## src/rtl/assert_macros.svh

```systemverilog
// Assertion shorthands shared by the RTL.
`ifndef ASSERT_MACROS_SVH
`define ASSERT_MACROS_SVH

// Property must hold at every rising clock edge outside reset.
`define ASSERT_ALWAYS(label, clk, rst, prop, msg) \
   label: assert property (@(posedge clk) disable iff (rst) prop) else $error(msg);

// Expression must never be true outside reset.
`define ASSERT_NEVER(label, clk, rst, expr, msg) \
   label: assert property (@(posedge clk) disable iff (rst) !(expr)) else $error(msg);

`endif

```

## src/rtl/dsfr_pkg.sv

```systemverilog
package dsfr_pkg;

   // Incoming action codes (req_tuser).
   localparam logic [1:0] ACT_REQUEST = 2'd0;
   localparam logic [1:0] ACT_BYTE    = 2'd1;
   localparam logic [1:0] ACT_TICK    = 2'd2;

   // Register indexes on the csr port.
   localparam logic CSR_ATTEMPT_LIMIT = 1'b0;
   localparam logic CSR_TIMEOUT_TICKS = 1'b1;

   localparam logic [7:0]  SYNC_BYTE     = 8'h5A;
   localparam logic [7:0]  TYPE_BYTE     = 8'h15;
   localparam logic [7:0]  LEN_BYTE      = 8'h03;
   localparam logic [15:0] NOT_FOUND     = 16'hFFFF;
   localparam logic [7:0]  LIMIT_RESET   = 8'd200;
   localparam logic [7:0]  TIMEOUT_RESET = 8'd10;
   localparam logic [2:0]  HEADER_LEN    = 3'd4;
   localparam logic [2:0]  CHECKSUM_POS  = 3'd7;
   localparam logic [2:0]  DIST_HI_POS   = 3'd4;
   localparam logic [2:0]  DIST_LO_POS   = 3'd5;

   // Classified command handed from front to back.
   typedef enum logic [1:0] {
      KIND_REQUEST,
      KIND_BYTE,
      KIND_TICK
   } kind_type;

   typedef struct packed {
      kind_type   kind;
      logic [7:0] data;
   } cmd_type;

   function automatic logic [7:0] header_byte(input logic [1:0] pos);
      logic [7:0] value;
      case (pos)
         2'd0, 2'd1: value = SYNC_BYTE;
         2'd2:       value = TYPE_BYTE;
         default:    value = LEN_BYTE;
      endcase
      return value;
   endfunction

endpackage

```

## src/rtl/dsfr_front.sv

```systemverilog
module dsfr_front (
   input  logic               req_tvalid,
   output logic               req_tready,
   input  logic [1:0]         req_action,
   input  logic [7:0]         req_byte,
   input  logic               queue_full,
   output logic               push,
   output dsfr_pkg::cmd_type  push_cmd
);

   logic known;

   // Map action codes onto command kinds; the unused code is swallowed here.
   always_comb begin
      known         = 1'b1;
      push_cmd.kind = dsfr_pkg::KIND_REQUEST;
      push_cmd.data = req_byte;
      case (req_action)
         dsfr_pkg::ACT_REQUEST: begin
            push_cmd.kind = dsfr_pkg::KIND_REQUEST;
         end
         dsfr_pkg::ACT_BYTE: begin
            push_cmd.kind = dsfr_pkg::KIND_BYTE;
         end
         dsfr_pkg::ACT_TICK: begin
            push_cmd.kind = dsfr_pkg::KIND_TICK;
         end
         default: begin
            known = 1'b0;
         end
      endcase
   end

   assign req_tready = !queue_full;
   assign push       = req_tvalid && !queue_full && known;

endmodule

```

## src/rtl/dsfr_queue.sv

```systemverilog
`include "assert_macros.svh"

module dsfr_queue #(
   parameter int DEPTH = 4
) (
   input  logic               clock,
   input  logic               reset,
   input  logic               push,
   input  dsfr_pkg::cmd_type  push_cmd,
   output logic               full,
   output logic               not_empty,
   input  logic               pop,
   output dsfr_pkg::cmd_type  head_cmd
);

   localparam int PTR_W = $clog2(DEPTH);
   localparam int CNT_W = $clog2(DEPTH + 1);

   dsfr_pkg::cmd_type slots [DEPTH];

   logic [PTR_W-1:0] wr_ptr_ff, wr_ptr_in;
   logic [PTR_W-1:0] rd_ptr_ff, rd_ptr_in;
   logic [CNT_W-1:0] count_ff,  count_in;

   assign full      = (count_ff == CNT_W'(DEPTH));
   assign not_empty = (count_ff != '0);
   assign head_cmd  = slots[rd_ptr_ff];

   always_comb begin
      wr_ptr_in = wr_ptr_ff;
      rd_ptr_in = rd_ptr_ff;
      count_in  = count_ff;
      if (push) begin
         wr_ptr_in = (wr_ptr_ff == PTR_W'(DEPTH - 1)) ? '0 : wr_ptr_ff + 1'b1;
      end
      if (pop) begin
         rd_ptr_in = (rd_ptr_ff == PTR_W'(DEPTH - 1)) ? '0 : rd_ptr_ff + 1'b1;
      end
      if (push && !pop) begin
         count_in = count_ff + 1'b1;
      end else if (pop && !push) begin
         count_in = count_ff - 1'b1;
      end
   end

   always_ff @(posedge clock) begin
      if (reset) begin
         wr_ptr_ff <= '0;
         rd_ptr_ff <= '0;
         count_ff  <= '0;
      end else begin
         wr_ptr_ff <= wr_ptr_in;
         rd_ptr_ff <= rd_ptr_in;
         count_ff  <= count_in;
      end
   end

   always_ff @(posedge clock) begin
      if (push) begin
         slots[wr_ptr_ff] <= push_cmd;
      end
   end

   `ASSERT_ALWAYS(a_count_bound, clock, reset, count_ff <= CNT_W'(DEPTH), "queue count past depth")
   `ASSERT_NEVER(a_push_full, clock, reset, push && full, "push into full queue")
   `ASSERT_NEVER(a_pop_empty, clock, reset, pop && !not_empty, "pop from empty queue")

endmodule

```

## src/rtl/dsfr_back.sv

```systemverilog
`include "assert_macros.svh"

module dsfr_back (
   input  logic               clock,
   input  logic               reset,
   input  logic               csr_we,
   input  logic               csr_index,
   input  logic [7:0]         csr_wdata,
   input  logic               cmd_valid,
   input  dsfr_pkg::cmd_type  cmd,
   output logic               pop,
   output logic               rsp_tvalid,
   input  logic               rsp_tready,
   output logic [15:0]        rsp_distance,
   output logic               rsp_found
);

   logic [7:0]  limit_ff,    limit_in;
   logic [7:0]  timeout_ff,  timeout_in;
   logic        busy_ff,     busy_in;
   logic [2:0]  pos_ff,      pos_in;
   logic [7:0]  attempts_ff, attempts_in;
   logic [7:0]  timer_ff,    timer_in;
   logic [7:0]  sum_ff,      sum_in;
   logic [15:0] dist_ff,     dist_in;
   logic        valid_ff,    valid_in;
   logic [15:0] out_dist_ff, out_dist_in;
   logic        out_found_ff, out_found_in;

   logic       fail_now;
   logic       done_ok;
   logic       done_none;
   logic [7:0] att_next;
   logic [7:0] timer_next;

   // Any command may produce a result, so only retire into a free output slot.
   assign pop = cmd_valid && (!valid_ff || rsp_tready);

   assign att_next   = (attempts_ff != 8'hFF) ? attempts_ff + 8'd1 : attempts_ff;
   assign timer_next = (timer_ff != 8'hFF) ? timer_ff + 8'd1 : timer_ff;

   always_comb begin
      limit_in   = limit_ff;
      timeout_in = timeout_ff;
      if (csr_we) begin
         if (csr_index == dsfr_pkg::CSR_ATTEMPT_LIMIT) begin
            limit_in = csr_wdata;
         end else begin
            timeout_in = csr_wdata;
         end
      end
   end

   always_comb begin
      busy_in     = busy_ff;
      pos_in      = pos_ff;
      attempts_in = attempts_ff;
      timer_in    = timer_ff;
      sum_in      = sum_ff;
      dist_in     = dist_ff;
      fail_now    = 1'b0;
      done_ok     = 1'b0;
      done_none   = 1'b0;

      if (pop) begin
         case (cmd.kind)
            dsfr_pkg::KIND_REQUEST: begin
               busy_in     = 1'b1;
               attempts_in = '0;
               pos_in      = '0;
               timer_in    = '0;
               sum_in      = '0;
               dist_in     = '0;
               done_none   = (limit_ff == 8'd0);
            end
            dsfr_pkg::KIND_BYTE: begin
               if (busy_ff) begin
                  if (pos_ff < dsfr_pkg::HEADER_LEN) begin
                     if (cmd.data != dsfr_pkg::header_byte(pos_ff[1:0])) begin
                        fail_now = 1'b1;
                     end else begin
                        sum_in   = sum_ff + cmd.data;
                        pos_in   = pos_ff + 3'd1;
                        timer_in = '0;
                     end
                  end else if (pos_ff != dsfr_pkg::CHECKSUM_POS) begin
                     if (pos_ff == dsfr_pkg::DIST_HI_POS) begin
                        dist_in = {cmd.data, 8'h00};
                     end else if (pos_ff == dsfr_pkg::DIST_LO_POS) begin
                        dist_in = {dist_ff[15:8], cmd.data};
                     end
                     sum_in = sum_ff + cmd.data;
                     pos_in = pos_ff + 3'd1;
                  end else if (cmd.data != sum_ff) begin
                     fail_now = 1'b1;
                  end else begin
                     done_ok = 1'b1;
                  end
               end
            end
            dsfr_pkg::KIND_TICK: begin
               if (busy_ff) begin
                  timer_in = timer_next;
                  fail_now = (timer_next >= timeout_ff);
               end
            end
            default: begin
            end
         endcase
      end

      if (fail_now) begin
         attempts_in = att_next;
         pos_in      = '0;
         timer_in    = '0;
         sum_in      = '0;
         dist_in     = '0;
         done_none   = (att_next >= limit_ff);
      end

      if (done_ok || done_none) begin
         busy_in  = 1'b0;
         pos_in   = '0;
         timer_in = '0;
         sum_in   = '0;
         dist_in  = '0;
      end
   end

   // Output register: load on a result, clear when taken.
   always_comb begin
      valid_in     = valid_ff;
      out_dist_in  = out_dist_ff;
      out_found_in = out_found_ff;
      if (done_ok || done_none) begin
         valid_in     = 1'b1;
         out_dist_in  = done_ok ? dist_ff : dsfr_pkg::NOT_FOUND;
         out_found_in = done_ok;
      end else if (rsp_tready) begin
         valid_in = 1'b0;
      end
   end

   always_ff @(posedge clock) begin
      if (reset) begin
         limit_ff    <= dsfr_pkg::LIMIT_RESET;
         timeout_ff  <= dsfr_pkg::TIMEOUT_RESET;
         busy_ff     <= 1'b0;
         pos_ff      <= '0;
         attempts_ff <= '0;
         timer_ff    <= '0;
         sum_ff      <= '0;
         dist_ff     <= '0;
         valid_ff    <= 1'b0;
      end else begin
         limit_ff    <= limit_in;
         timeout_ff  <= timeout_in;
         busy_ff     <= busy_in;
         pos_ff      <= pos_in;
         attempts_ff <= attempts_in;
         timer_ff    <= timer_in;
         sum_ff      <= sum_in;
         dist_ff     <= dist_in;
         valid_ff    <= valid_in;
      end
   end

   always_ff @(posedge clock) begin
      out_dist_ff  <= out_dist_in;
      out_found_ff <= out_found_in;
   end

   assign rsp_tvalid   = valid_ff;
   assign rsp_distance = out_dist_ff;
   assign rsp_found    = out_found_ff;

   `ASSERT_ALWAYS(a_pos_needs_busy, clock, reset, (pos_ff != 3'd0) |-> busy_ff, "frame position set while idle")
   `ASSERT_ALWAYS(a_miss_code, clock, reset, (valid_ff && !out_found_ff) |-> (out_dist_ff == dsfr_pkg::NOT_FOUND), "miss result without not-found code")
   `ASSERT_ALWAYS(a_zero_limit, clock, reset, (pop && cmd.kind == dsfr_pkg::KIND_REQUEST && limit_ff == 8'd0) |=> (valid_ff && !out_found_ff && !busy_ff), "zero limit request did not answer at once")

endmodule

```

## src/rtl/distance_sensor_frame_reader.sv

```systemverilog
// Sensor frame reader. Each input word carries an action in req_tuser (read request, received
// serial byte in req_tdata, or timer tick). A read request starts a search for the frame
// 5A 5A 15 03 d0 d1 d2 cs, where cs is the 8-bit sum of the seven bytes before it; each header
// byte must arrive within timeout_ticks ticks, the data and checksum bytes share one window of
// that length. A bad byte or a timeout costs one attempt and the search restarts with the next
// byte. The block answers once per search: distance {d0,d1} with found=1, or 0xFFFF with
// found=0 when attempt_limit attempts have failed. Bytes and ticks while idle are dropped.
// Throughput: one word per cycle while the queue has room. A front stage classifies words
// into a QUEUE_DEPTH-entry queue; the back end retires one queued command per cycle whenever
// its output register is empty or being taken. A word is written into the queue on the edge
// that accepts it; the back end then loads its result into the output register that drives
// rsp once that register is free. req_tready falls only when the queue is full, i.e. after
// rsp has been stalled long enough to back it up. Configuration is taken on any cycle with
// csr_we high and is meant to change only while no search is in progress.
module distance_sensor_frame_reader #(
   parameter int QUEUE_DEPTH = 4
) (
   input  logic        clock,
   input  logic        reset,

   // Configuration writes: index 0 attempt_limit, index 1 timeout_ticks.
   input  logic        csr_we,
   input  logic        csr_index,
   input  logic [7:0]  csr_wdata,

   input  logic        req_tvalid,
   output logic        req_tready,
   input  logic [7:0]  req_tdata,   // [7:0] byte_value
   input  logic [1:0]  req_tuser,   // [1:0] action

   output logic        rsp_tvalid,
   input  logic        rsp_tready,
   output logic [15:0] rsp_tdata,   // [15:0] distance
   output logic        rsp_tuser    // [0] found
);

   logic              push;
   dsfr_pkg::cmd_type push_cmd;
   logic              queue_full;
   logic              queue_not_empty;
   logic              pop;
   dsfr_pkg::cmd_type head_cmd;

   // Front: decode action, drop unused code, push into queue.
   dsfr_front u_front (
      .req_tvalid (req_tvalid),
      .req_tready (req_tready),
      .req_action (req_tuser),
      .req_byte   (req_tdata),
      .queue_full (queue_full),
      .push       (push),
      .push_cmd   (push_cmd)
   );

   // Decoupling queue between front and back.
   dsfr_queue #(
      .DEPTH (QUEUE_DEPTH)
   ) u_queue (
      .clock     (clock),
      .reset     (reset),
      .push      (push),
      .push_cmd  (push_cmd),
      .full      (queue_full),
      .not_empty (queue_not_empty),
      .pop       (pop),
      .head_cmd  (head_cmd)
   );

   // Back: frame search state, config registers and output register.
   dsfr_back u_back (
      .clock        (clock),
      .reset        (reset),
      .csr_we       (csr_we),
      .csr_index    (csr_index),
      .csr_wdata    (csr_wdata),
      .cmd_valid    (queue_not_empty),
      .cmd          (head_cmd),
      .pop          (pop),
      .rsp_tvalid   (rsp_tvalid),
      .rsp_tready   (rsp_tready),
      .rsp_distance (rsp_tdata),
      .rsp_found    (rsp_tuser)
   );

endmodule

```

## config.mk

```make
export PLATFORM = sky130hd
export DESIGN_NAME = distance_sensor_frame_reader
export DESIGN_NICKNAME = d
export VERILOG_FILES = /design/src/rtl/dsfr_pkg.sv /design/src/rtl/dsfr_front.sv /design/src/rtl/dsfr_queue.sv /design/src/rtl/dsfr_back.sv /design/src/rtl/distance_sensor_frame_reader.sv
export VERILOG_INCLUDE_DIRS = /design/src /design/src/rtl
export SDC_FILE = /design/constraint.sdc
export NUM_CORES = 1
export LEC_CHECK = 0
export BUFFER_PORTS_ARGS = -buffer_cell sky130_fd_sc_hd__buf_2
export CAP_MARGIN = 10
export CORE_MARGIN = 4
export CORE_UTILIZATION = 45
export CTS_BUF_LIST = sky130_fd_sc_hd__clkbuf_8
export CTS_CLUSTER_DIAMETER = 100
export DETAILED_ROUTE_END_ITERATION = 16
export PLACE_DENSITY = 0.71
export SLEW_MARGIN = 20
export SYNTH_ARGS = -nofsm -noshare
export SYNTH_HDL_FRONTEND = slang
export SYNTH_SLANG_ARGS = --single-unit
export TNS_END_PERCENT = 5
```

## constraint.sdc

```tcl
create_clock -name clock -period 3.61 [get_ports clock]
set_input_delay 0.5415 -clock clock [delete_from_list [all_inputs] [get_ports clock]]
set_output_delay 0.5415 -clock clock [all_outputs]
set_load 0.01 [all_outputs]
```

# Word level (Yosys, flattened, before mapping)
# Memories as Yosys holds them, arrays and structs flattened. A register that Yosys moved wholly into a read port is not among the register bits.
# Index checks and enable logic that the tools add are counted.
[op_classes]
addsub = 8
n_lt_le_gt_ge = 3
eq_ne = 26
mux = 60
bitwise_logic = 1
reduce_logical = 34
[op_table]
columns = ["operator", "count"]
rows = [
  ["two-way mux 8 bit", 18],
  ["two-way mux 16 bit", 4],
  ["one-hot mux 16 bit (2 select lines)", 1],
  ["one-hot mux 8 bit (3 select lines)", 1],
  ["two-way mux 1 bit", 21],
  ["two-way mux 3 bit", 6],
  ["AND reduction 6 bit", 3],
  ["adder 8 x 1 -> 8 bit (second input constant)", 2],
  [">= comparator 8 bit", 2],
  ["!= test 8 bit", 2],
  ["!= test 8 bit (second input constant)", 2],
  ["one-hot mux 8 bit (2 select lines)", 1],
  ["one-hot mux 7 bit (2 select lines)", 1],
  ["== test 2 bit (second input constant)", 5],
  ["!= test 2 x 1 -> 1 bit (second input constant)", 5],
  ["nonzero test 2 bit", 5],
  ["== test 3 bit (second input constant)", 3],
  ["adder 8 bit", 1],
  ["zero test 8 bit", 1],
  ["two-way mux 2 bit", 4],
  ["AND reduction 2 bit", 4],
  ["adder 3 x 1 -> 3 bit (second input constant)", 2],
  ["== test 2 x 1 -> 1 bit (second input constant)", 3],
  ["zero test 2 bit", 3],
  ["17 further kinds", 32],
]
[totals]
regBits = 85
mem_bits_rw = 40
output_inout_bits = 19
wordCells = 148
mem_count = 1
[mem_list]
columns = ["memory", "words", "width", "read_ports", "rd_ports_with_merged_regs", "write_ports", "line_no", "rtl"]
rows = [
  ["u_queue.slots", 4, 10, 1, 1, 1, "dsfr_queue.sv:19", "dsfr_pkg::cmd_type slots [DEPTH];"],
]

# Longest topological paths before layout
[logic_depth]
ltp_word = 16
mapped_depth = 15
depth_no_buf = 14

# Hierarchy
# Synthesis repeated with hierarchy kept, for this count alone.
[unflattened]
hier_cells = 591
area_unflattened_um2 = 6289.8
[by_module_without_submodules]
columns = ["mod", "n_inst", "cells_per_inst", "area_per_inst_um2", "seq_area_each_um2"]
rows = [
  ["dsfr_back", 1, 482, 4314.1, 1731.7],
  ["dsfr_queue", 1, 96, 1884.3, 1381.3],
  ["dsfr_front", 1, 13, 91.3, 0.0],
]

# Least setup slack after synthesis
# Ideal clock, no wire load.
[synth_path]
kind = "register -> register"
startpoint = "register (tool-made name)"
endpoint = "register u_back.out_dist_ff[0] (netlist: u_back.rsp_distance[0]) (enable)"
t_arrival_ns = 3.451
required_time_ns = 3.241
path_slack_ns = -0.210
path_stages_with_launch = 11
path_buffers = 1
synth_period_minus_slack_ns = 3.820
cell_sequence = "dfxtp_1 -> buf_6 -> mux4_1 -> ha_1 -> nor4_1 -> nand3_1 -> nor4_1 -> a41oi_1 -> nand2_1 -> o41ai_1 -> inv_1"
[synth_lines]
columns = ["element", "line_no", "rtl"]
rows = [
  ["end signal: assignment", "dsfr_back.sv:169", "out_dist_ff <= out_dist_in;"],
  ["end: declaration", "dsfr_back.sv:27", "logic [15:0] out_dist_ff, out_dist_in;"],
]

==> flow_metrics.tcl <==
set metrics [dict create \
    run_status "complete, no violations" \
    synth_area_mm2 0.00623 \
    synth-main-ff-cell "dfxtp_1" \
    fin_crit_ps 3460 \
    hp-class "in2reg" \
    startpoint_type "flip-flop" \
    syn_nets 662 \
    n_fill_cell 1184 \
    post-place-cells 812 \
    slew_headroom_pct 45.9 \
    slew_violations 0 \
    p_seq_share_pct 40.5 \
    cts_buffers 17 \
    path_max_fanout 11 \
    yosysTopAreaCellShare_pct 27.5 \
    cts_setup_buffers 0 \
    grt_pass1_wl_um 20600 \
    io_pins 43 \
    die_y_um 126 \
    dieArea_mm2 0.0158 \
    setup_violations 0 \
    drtIter0Drc 328 \
    instances_no_fill 844 \
    yosys-top-cells-area "edfxtp_1 27%, dfxtp_1 22%, ha_1 8.2%" \
    htree_levels 4 \
    pwr-share-comb_pct 30.7 \
    critPathRequiredTime_ps 3970 \
    crit_chain "buf_4 > mux4_2 > or3_1 > o311a_1 > or4_1 > a2111o_1 > or4b_1 > a21oi_1" \
    area_delta_synth_final_pct 15.0 \
    preCtsSetupSlack_ps 77.1 \
    drc 0 \
    grt_start_max_net_pins 35 \
    antenna_cells 0 \
    synth.yosys.warnings 0 \
    synth_async_sr_flop_share_pct 0 \
    coreArea_mm2 0.0134 \
    leakage_nw 2.85 \
    layout-drive-gt1-share_pct 16.8 \
    worstHoldStart "req_tdata[5]" \
    max_stage_delay_ps 580 \
    power_w 0.00420 \
    drt_wl_total_um 12100 \
    hpwl_um 8910 \
    ant_nets 0 \
    swShare_pct 32.1 \
    peakVddDrop_v 0.000302 \
    wl_met3_um 585 \
    routed.top_layer "met4" \
    grt_antenna_before_repair 0 \
    hold_buffers 0 \
    cp-end-kind "flip-flop" \
    maxCapViolations 0 \
    wl_per_cell_um 14.3 \
    ys_seq_area_share_pct 49.9 \
    via_per_inst 5.36 \
    first_global_vias 4483 \
    cts_max_path_buffers 2 \
    slowest_stage "mux4_2" \
    synth.distinct_cells 54 \
    grt_usage_pct 16.0 \
    grt-ovfl-total 0 \
    cts_tree "done" \
    clkTransAtPathRegs_ps 70 \
    criticalPathCategory "reg2reg" \
    fmax_mhz 289 \
    placementRows 42 \
    nets 722 \
    syn_inst 595 \
    synth-edff-count 57 \
    dr.pass1.iters 4 \
    clk_latency_ps 440 \
    root_buffer "clkbuf_8" \
    p_per_area_mw_per_mm2 586 \
    synth.avg_cell_area_um2 10.5 \
    cts_resized 0 \
    met1_length_um 5500 \
    fin_ws_ps 149 \
    die_w_um 126 \
    arrival_ps 3820 \
    portBuffers 42 \
    final.setup_skew_ps 12.1 \
    place.gp.congestion 0.839 \
    p_int_w 0.00285 \
    fin_crit_sh_pct 95.9 \
    ys_ff_latch 127 \
    numClockSinks 127 \
    route.met2.wl_um 5730 \
    yosysTopAreaCell "edfxtp_1" \
    worst_pin_slew_ps 805 \
    start_util_pct 46.5 \
    vias 4527 \
    finalHoldViolCount 0 \
    power.switching_w 0.00135 \
    pwr-share-clk_pct 28.8 \
]
[metrics by stage]
| step | util (%) | hold slack [ps] | cell area (µm²) | setup TNS (ps) |
|---|---|---|---|---|
| final | 53.5 | 317 | 7170 | 0 |
| after global routing | 53.5 | 285 | 7170 | -85.7 |
| after CTS | 53.2 | 282 | 7120 | 0 |
| after detailed placement | 50.2 | 442 | 6730 | 0 |
| after global placement | 50.2 | 437 | 6730 | 0 |
| after floorplan | - | 424 | 6240 | 0 |
[flip-flops by register name, summed over array words and instances, names as in the netlist, 3 cells and up, named ones only]
signal,count
u_back.timer_ff,8
u_back.pos_ff,3
u_back.attempts_ff,8
u_back.limit_ff,8
u_back.rsp_distance,16
u_back.sum_ff,8
u_back.dist_ff,16
u_back.timeout_ff,8
u_queue.count_ff,3
u_queue.slots,40
[power groups by stage]
stage | combinational [W] | clock [W] | sequential, W
after floorplan | 0.000880 | 0 | 0.00173
after detailed placement | 0.00126 | 0 | 0.00173
final | 0.00129 | 0.00121 | 0.00170
after global routing | 0.00142 | 0.00131 | 0.00172
after CTS | 0.00126 | 0.00125 | 0.00170
after global placement | 0.00123 | 0 | 0.00172
[synth_stat cells (3+ instances only)]
library cell / instances
a22oi_1: 9
nor2b_1: 6
nand3_1: 22
nor4_1: 4
and2_1: 6
nand4_1: 4
nor2_1: 50
mux4_1: 9
o41ai_1: 3
mux2i_1: 6
dfxtp_1: 70
a21o_1: 7
a21oi_1: 60
nand2b_1: 21
clkbuf_1: 11
and3_1: 13
a211o_1: 5
inv_1: 30
nor3_1: 7
ha_1: 41
or4_1: 3
or3b_1: 3
xnor2_1: 14
o21a_1: 4
o21ai_0: 10
mux2_2: 5
nand2_1: 70
buf_2: 3
xor2_1: 5
edfxtp_1: 57
or2_2: 3
[worst paths after layout]
path,endpoint,slack [ps],depth (start not counted)
hold reg to reg,u_back.dist_ff[13]$_SDFFE_PP0P_,450,2
setup / recovery,u_back.timer_ff[0]$_SDFFE_PP0P_,150,8
hold / removal,u_queue.slots[2][5]$_DFFE_PP_,320,1
setup reg to reg,u_back.timer_ff[0]$_SDFFE_PP0P_,150,8
[final cells by class]
type	count	area, µm²	area share, %
clock buffer	18	248	3.45
tap	176	220	3.07
sequential	127	3120	43.4
clock inverter	14	150	2.09
multi-input combinational	418	2950	41.1
timing repair buffer	61	378	5.27
inverter	30	113	1.57
[metal layers]
layer | GRT usage, % | up-vias
met4 | 7.59 | 0
met1 | 20.5 | 2140
met5 | 0 | -
li1 | - | 2263
met2 | 25.6 | 106
met3 | 3.68 | 18
[cells by family after synthesis]
family	after synthesis	synth area share (%)
AOI/OAI and AO/OA	112	11.1
xor gates and xnor gates	19	2.67
adders and majority gates	43	8.87
buffers and inverters	50	3.63
DFF	127	49.9
muxes	22	6.38
and+or+nand+nor	222	17.4
[placed cells by master, fill, tap and decap left out, drive strengths merged, types with 4 or more instances in the layout]
cell / n
a211o: 5
a21o: 7
a21oi: 60
a22oi: 9
and2: 6
and3: 13
buf: 61
clkbuf: 18
clkinv: 7
dfxtp: 70
edfxtp: 57
ha: 41
inv: 32
mux2: 5
mux2i: 6
mux4: 11
nand2: 70
nand2b: 21
nand3: 23
nand4: 4
nor2: 50
nor2b: 6
nor3: 7
nor4: 4
o21a: 4
o21ai: 11
xnor2: 14
xor2: 5
[critical path, delay by kind of cell, from the launching register on]
kind | cells | cell delay, ps
mux | 1 | 580
simple gates | 3 | 1430
compound gates | 3 | 820
flops | 1 | 370
buf+inv | 1 | 190
Power figures use the tool's default switching activity.
